**src/rtl/core/hfsc_pkg.sv**
```systemverilog
// Package for the heatsink fan speed curve block.
// Holds register indexes, curve constants and the range-check helper.
// Depends on nothing; imported by heatsink_fan_speed_curve_core and its testbench.
package hfsc_pkg;

    localparam int TEMP_W = 16;   // width of temperature and override fields
    localparam int CFG_W  = 16;   // width of the configuration data bus
    localparam int IDX_W  = 3;    // width of the configuration register index
    localparam int DUTY_W = 7;    // width of the duty result and curve operands
    localparam int NUM_W  = 14;   // width of (t - lo) * (100 - s)
    localparam int REM_W  = 15;   // width of the rounded dividend 2*num + den

    localparam logic [IDX_W-1:0] REG_TEMP_MIN      = 3'd0;
    localparam logic [IDX_W-1:0] REG_TEMP_MAX      = 3'd1;
    localparam logic [IDX_W-1:0] REG_START_LOAD    = 3'd2;
    localparam logic [IDX_W-1:0] REG_CTRL_MODE     = 3'd3;
    localparam logic [IDX_W-1:0] REG_OVERRIDE_TEMP = 3'd4;

    localparam logic [7:0] MODE_OVERRIDE_A = 8'h1A;
    localparam logic [7:0] MODE_OVERRIDE_B = 8'h2A;

    localparam logic [DUTY_W-1:0] TEMP_MIN_LIMIT   = 7'd70;
    localparam logic [DUTY_W-1:0] TEMP_MIN_DEFAULT = 7'd40;
    localparam logic [DUTY_W-1:0] TEMP_MAX_LIMIT   = 7'd90;
    localparam logic [DUTY_W-1:0] TEMP_MAX_DEFAULT = 7'd55;
    localparam logic [DUTY_W-1:0] START_LIMIT      = 7'd60;
    localparam logic [DUTY_W-1:0] START_DEFAULT    = 7'd40;
    localparam logic [DUTY_W-1:0] DUTY_FULL        = 7'd100;
    localparam logic [DUTY_W-1:0] DUTY_OFF         = 7'd0;

    // A signed 16-bit register value inside 0..upper is used as is,
    // anything else is replaced by the default.
    function automatic logic [DUTY_W-1:0] limit_or_default(
        input logic [CFG_W-1:0]  value,
        input logic [DUTY_W-1:0] upper,
        input logic [DUTY_W-1:0] dflt
    );
        logic in_range;
        in_range = !value[CFG_W-1] && (value <= CFG_W'(upper));
        return in_range ? value[DUTY_W-1:0] : dflt;
    endfunction

endpackage

```
**src/rtl/core/heatsink_fan_speed_curve_core.sv**
```systemverilog
// Heatsink fan speed curve: running maximum of module temperatures and
// a linear fan duty curve with a minimum running duty.
// Depends on hfsc_pkg.
//
// Usage: a temperature is transferred at a rising edge where start is high
// and busy is low. Items without last only update the running maximum,
// and busy stays low. An item with last ends a control pass:
// the block goes busy, evaluates the curve and presents one result on
// fan_duty and hottest with done high for exactly one cycle. A flat curve
// (off or full speed) is settled in the calc state; an interpolated duty
// also passes through the divide state, where a single compare-and-subtract
// unit produces one quotient bit per cycle after the multiply in the calc
// state. The receiver cannot stall; each result is
// taken in its done cycle, and a new item may be transferred in that
// same cycle. Configuration writes use cfg_valid/cfg_ready, always ready;
// indexes beyond the register list are ignored, and writes are expected
// only while the block is idle. Reset restores all registers to their
// defaults and clears the running maximum.
module heatsink_fan_speed_curve_core #(
    parameter int TEMP_WIDTH = 16
) (
    input  logic                           clk,
    input  logic                           rst_n,
    input  logic                           start,
    output logic                           busy,
    input  logic [hfsc_pkg::TEMP_W-1:0]    temperature,
    input  logic                           last,
    output logic                           done,
    output logic [hfsc_pkg::DUTY_W-1:0]    fan_duty,
    output logic [hfsc_pkg::TEMP_W-1:0]    hottest,
    input  logic                           cfg_valid,
    output logic                           cfg_ready,
    input  logic [hfsc_pkg::IDX_W-1:0]     cfg_index,
    input  logic [hfsc_pkg::CFG_W-1:0]     cfg_data
);
    import hfsc_pkg::*;

    typedef enum logic [1:0] {
        ST_IDLE,
        ST_CALC,
        ST_DIV
    } state_t;

    // Configuration registers.
    logic [CFG_W-1:0]  temp_min_reg;
    logic [CFG_W-1:0]  temp_max_reg;
    logic [CFG_W-1:0]  start_load_reg;
    logic [7:0]        ctrl_mode_reg;
    logic [TEMP_W-1:0] override_temp_reg;

    // Sequencer and datapath registers.
    state_t                state_reg, state_next;
    logic [TEMP_WIDTH-1:0] max_reg, max_next;
    logic [TEMP_W-1:0]     hot_reg, hot_next;
    logic [REM_W-1:0]      rem_reg, rem_next;
    logic [REM_W-1:0]      dvs_reg, dvs_next;
    logic [DUTY_W-1:0]     quo_reg, quo_next;
    logic [2:0]            cnt_reg, cnt_next;
    logic                  done_reg, done_next;
    logic [DUTY_W-1:0]     duty_reg, duty_next;

    logic                  accept;
    logic [TEMP_WIDTH-1:0] temp_in;
    logic [TEMP_WIDTH-1:0] new_max;
    logic                  override_on;
    logic [DUTY_W-1:0]     lo, hi, s_load;
    logic [DUTY_W-1:0]     t_off, slope_span, den;
    logic [NUM_W-1:0]      num;
    logic                  sub_ok;
    logic [DUTY_W-1:0]     quo_step;

    assign cfg_ready = 1'b1;
    assign busy      = (state_reg != ST_IDLE);
    assign accept    = start && !busy;
    assign done      = done_reg;
    assign fan_duty  = duty_reg;
    assign hottest   = hot_reg;

    always_ff @(posedge clk or negedge rst_n) begin
        if (!rst_n) begin
            temp_min_reg      <= CFG_W'(TEMP_MIN_DEFAULT);
            temp_max_reg      <= CFG_W'(TEMP_MAX_DEFAULT);
            start_load_reg    <= CFG_W'(START_DEFAULT);
            ctrl_mode_reg     <= '0;
            override_temp_reg <= '0;
        end else if (cfg_valid && cfg_ready) begin
            case (cfg_index)
                REG_TEMP_MIN:      temp_min_reg      <= cfg_data;
                REG_TEMP_MAX:      temp_max_reg      <= cfg_data;
                REG_START_LOAD:    start_load_reg    <= cfg_data;
                REG_CTRL_MODE:     ctrl_mode_reg     <= cfg_data[7:0];
                REG_OVERRIDE_TEMP: override_temp_reg <= cfg_data;
                default: ;
            endcase
        end
    end

    // Range-substituted thresholds; only the user keeps them put while busy.
    assign lo     = limit_or_default(temp_min_reg, TEMP_MIN_LIMIT, TEMP_MIN_DEFAULT);
    assign hi     = limit_or_default(temp_max_reg, TEMP_MAX_LIMIT, TEMP_MAX_DEFAULT);
    assign s_load = limit_or_default(start_load_reg, START_LIMIT, START_DEFAULT);

    assign temp_in     = temperature[TEMP_WIDTH-1:0];
    assign new_max     = (temp_in > max_reg) ? temp_in : max_reg;
    assign override_on = (ctrl_mode_reg == MODE_OVERRIDE_A) ||
                         (ctrl_mode_reg == MODE_OVERRIDE_B);

    // Interpolation operands, used only when lo < hot < hi, so hot fits in
    // the narrow width and both differences are positive.
    assign t_off      = hot_reg[DUTY_W-1:0] - lo;
    assign slope_span = DUTY_FULL - s_load;
    assign den        = hi - lo;
    assign num        = NUM_W'(t_off) * NUM_W'(slope_span);

    // Restoring-division step: one quotient bit per cycle.
    assign sub_ok   = (rem_reg >= dvs_reg);
    assign quo_step = {quo_reg[DUTY_W-2:0], sub_ok};

    always_comb begin
        state_next = state_reg;
        max_next   = max_reg;
        hot_next   = hot_reg;
        rem_next   = rem_reg;
        dvs_next   = dvs_reg;
        quo_next   = quo_reg;
        cnt_next   = cnt_reg;
        done_next  = 1'b0;
        duty_next  = duty_reg;
        case (state_reg)
            ST_IDLE: begin
                if (accept) begin
                    if (last) begin
                        // The last item still takes part in the maximum.
                        hot_next   = override_on ? override_temp_reg : TEMP_W'(new_max);
                        max_next   = '0;
                        state_next = ST_CALC;
                    end else begin
                        max_next = new_max;
                    end
                end
            end
            ST_CALC: begin
                if (hot_reg < TEMP_W'(lo)) begin
                    duty_next  = DUTY_OFF;
                    done_next  = 1'b1;
                    state_next = ST_IDLE;
                end else if (hot_reg >= TEMP_W'(hi)) begin
                    duty_next  = DUTY_FULL;
                    done_next  = 1'b1;
                    state_next = ST_IDLE;
                end else if (hot_reg == TEMP_W'(lo)) begin
                    // The fan stays off exactly at the minimum temperature.
                    duty_next  = DUTY_OFF;
                    done_next  = 1'b1;
                    state_next = ST_IDLE;
                end else begin
                    // Round half up: (2*num + den) / (2*den).
                    rem_next   = {num, 1'b0} + REM_W'(den);
                    dvs_next   = REM_W'(den) << DUTY_W;
                    quo_next   = '0;
                    cnt_next   = 3'(DUTY_W - 1);
                    state_next = ST_DIV;
                end
            end
            ST_DIV: begin
                if (sub_ok) begin
                    rem_next = rem_reg - dvs_reg;
                end
                dvs_next = dvs_reg >> 1;
                quo_next = quo_step;
                cnt_next = cnt_reg - 3'd1;
                if (cnt_reg == 3'd0) begin
                    duty_next  = s_load + quo_step;
                    done_next  = 1'b1;
                    state_next = ST_IDLE;
                end
            end
            default: begin
                state_next = ST_IDLE;
            end
        endcase
    end

    always_ff @(posedge clk or negedge rst_n) begin
        if (!rst_n) begin
            state_reg <= ST_IDLE;
            max_reg   <= '0;
            hot_reg   <= '0;
            rem_reg   <= '0;
            dvs_reg   <= '0;
            quo_reg   <= '0;
            cnt_reg   <= '0;
            done_reg  <= 1'b0;
            duty_reg  <= '0;
        end else begin
            state_reg <= state_next;
            max_reg   <= max_next;
            hot_reg   <= hot_next;
            rem_reg   <= rem_next;
            dvs_reg   <= dvs_next;
            quo_reg   <= quo_next;
            cnt_reg   <= cnt_next;
            done_reg  <= done_next;
            duty_reg  <= duty_next;
        end
    end

`ifndef SYNTHESIS
    // A result only follows a busy cycle, and the block is idle when it shows.
    a_done_after_busy: assert property (@(posedge clk) disable iff (!rst_n)
        done |-> ($past(busy) && !busy))
        else $error("done without a preceding busy cycle");

    a_duty_range: assert property (@(posedge clk) disable iff (!rst_n)
        done |-> (fan_duty <= DUTY_FULL))
        else $error("fan duty above full speed");

    a_last_goes_busy: assert property (@(posedge clk) disable iff (!rst_n)
        (start && !busy && last) |=> (busy && max_reg == '0))
        else $error("last item did not start the curve or clear the maximum");

    a_plain_item_idle: assert property (@(posedge clk) disable iff (!rst_n)
        (start && !busy && !last) |=> (!busy && !done))
        else $error("item without last caused work or a result");

    a_div_bound: assert property (@(posedge clk) disable iff (!rst_n)
        (state_reg == ST_DIV) |-> (rem_reg < (dvs_reg << 1)))
        else $error("division remainder out of range");
`endif

endmodule

```
**config.mk**
```make
export PLATFORM = sky130hd
export DESIGN_NAME = heatsink_fan_speed_curve_core
export DESIGN_NICKNAME = d
export VERILOG_FILES = /design/src/rtl/core/hfsc_pkg.sv /design/src/rtl/core/heatsink_fan_speed_curve_core.sv
export SDC_FILE = /design/constraint.sdc
export NUM_CORES = 1
export LEC_CHECK = 0
export BUFFER_PORTS_ARGS = -buffer_cell sky130_fd_sc_hd__buf_2
export CORE_MARGIN = 5
export CORE_UTILIZATION = 56
export CTS_CLUSTER_SIZE = 40
export DETAILED_ROUTE_END_ITERATION = 8
export PLACE_DENSITY_LB_ADDON = 0.25
export SYNTH_ARGS = -nofsm -noshare
export SYNTH_HDL_FRONTEND = slang
export SYNTH_SLANG_ARGS = --single-unit
```
**constraint.sdc**
```tcl
create_clock -name clk -period 6.55 [get_ports clk]
set_clock_uncertainty 0.2 [all_clocks]
set_input_delay 0.655 -clock clk [delete_from_list [all_inputs] [get_ports clk]]
set_output_delay 0.655 -clock clk [all_outputs]
set_load 0.05 [all_outputs]
```
==> metrics <==
outcome=complete, but fails checks; failing checks=negative setup slack; initial core utilization=0.569; fin cells=1434; Hold Buf Count CTS=0; Site Rows=50; asr flop ratio synth=1.00; Yosys top cell area share=0.336; placed cell count=1395; Fillers=1527; Pre-antenna DRT Iters=5; area leader, netlist=dfrtp_1; clk_lat worst skew=440 ps; #FFs+latches synth=152; via count=8346; slowest CP cell=fa_1; DR DRC count=0; max_cap viols=0; core box area=18700 um^2; slowest stage delay, CP=540 ps; Port Buf Inserts=64; top post-synthesis cells by area=dfrtp_1 (34%), ha_1 (12%), mux2_2 (9.4%); Root Buffer=clkbuf_16; clock sinks=152; Hold Path Class=input port to async pin; post-synth cell types=78; Tcrit/Tclk final=1.03; mean post-synth cell area=9.81 um^2; post-route setup slack=-199 ps; TritonCTS clock tree=built; vias in the first global route=8471; Post-DRT Antenna Nets=0; via/cell ratio=5.82; Worst EP required=6690 ps; Total GRT Usage=0.241; Placer Congestion=0.955; layout cells sized above 1=0.258; clk slew on worst S/H paths=70 ps; grt ovf=0; Worst Setup Start Kind=register; critical path class=register to register; Die Height=148 um; CP max FO=5; post-synth net total=1253; Worst Setup End Kind=register; Syn Inst Count=1084; Die X=148 um; I/O pin total=66; drt wl/cell=17.8 um; Syn Std Cell Area=10600 um^2; most frequent cell after synthesis=dfrtp_1; synth cell count leaders=dfrtp_1 (143), ha_1 (100), inv_1 (90); dpl cell area=11500 um^2; Max Slew Vio Count=0; post-layout minimum cycle time=6750 ps; initial antenna violation count=0; CTS Buffer Depth=2; final-report setup violation count=5; Max H-tree Level=4; DP Wirelength=19.0 mm; RSZ-0062 raised after global routing=yes; sequential share of the synthesized area=0.359; Post-synth EDFFs=0; Layout Nets=1356; final instance area=12400 um^2; first-pass GRT wire length=42.9 mm; CP delay by family, top=adder cells; Layout area overhead=16.3%; Iter 0 DRT Violations=480; WHS=127 ps; YS warnings=0; f_max=148 MHz; ant diodes=0; CP bufs+invs=5; Routed WL=25.5 mm; Slew headroom=0.109; Slew @ Worst Pin=1330 ps; Die ar.=21900 um^2; Final Hold Viols=0; Critical Path AT=6890 ps; Most used DFF post-synth=dfrtp_1; largest net degree at the start of global routing=100; TritonCTS buffer count=17
## worst reg2reg max path: cells and delay by family (launching register included)
kind	cells	cell delay (ps)
adders and majority gates	7	2660
buffers and inverters	5	230
AOI/OAI and AO/OA	7	1480
xor gates and xnor gates	3	610
DFF	1	400
and+or+nand+nor	6	1110
## stage by stage
step	setup slack, ps	utilization	setup TNS (ps)
after floorplan	0.314	-	0
after global placement	38.2	0.617	0
after detailed placement	-265	0.617	-835
after CTS	-196	0.652	-429
after global routing	-495	0.661	-2580
final	-199	0.661	-553
## worst paths after layout
path                                  from     endpoint  slack, ps  cells after the start
hold / removal                       rst_n   dvs_reg[4]        130                      1
hold reg to reg                 rem_reg[0]   rem_reg[0]        280                      2
max in group asynchronous            rst_n   max_reg[3]       4780                      2
min in group clk           temperature[12]  max_reg[12]        270                      2
setup / recovery           temp_min_reg[7]  rem_reg[14]       -200                     28
setup reg to reg           temp_min_reg[7]  rem_reg[14]       -200                     28
## final cells by class
cell class | instances | area, um^2 | share of cell area
Sequential cell | 152 | 3810 | 0.308
Clock inverter | 15 | 174 | 0.0141
Inverter | 91 | 342 | 0.0276
Tap cell | 234 | 293 | 0.0237
Multi-Input combinational cell | 812 | 6620 | 0.535
Timing Repair Buffer | 113 | 706 | 0.0571
Clock buffer | 17 | 425 | 0.0344
## kinds of logic (layout without fill, tap and decap cells)
| group | count (synthesis) | in the layout | share of synthesized area |
|---|---|---|---|
| and+or+nand+nor | 328 | 328 | 0.150 |
| AOI/OAI and AO/OA | 217 | 217 | 0.138 |
| DFF | 152 | 152 | 0.359 |
| adders and majority gates | 129 | 129 | 0.172 |
| buffers and inverters | 120 | 236 | 0.0453 |
| muxes | 93 | 93 | 0.0980 |
| xor gates and xnor gates | 44 | 44 | 0.0375 |
| other | 1 | 1 | 0.000353 |
## layer usage
metal  vias to the layer above  part of all wire  track usage
li1                       4027                 -            -
met1                      4112              0.44        0.312
met2                       175              0.51        0.423
met3                        32             0.036       0.0380
met4                         0             0.016       0.0614
met5                         -                 0            0
## repair_timing
action                                  in CTS  in global routing
pin swaps                                   18                 13
resized for setup                            9                 27
setup buffers                                2                  5
gates cloned                                 0                  0
endpoints found under the setup margin       7                  8
## placed cells by master (no fill, tap or decap), drive strengths merged, types with 29 or more instances in the layout
master / instances
dfrtp: 143
buf: 113
ha: 100
inv: 98
nand2: 91
mux2: 89
nor2: 89
o21ai: 56
nand3: 52
a21oi: 44
fa: 29
Power is not shown: default switching activity piles up to over one toggle a cycle in this logic, so the estimate is an artifact.
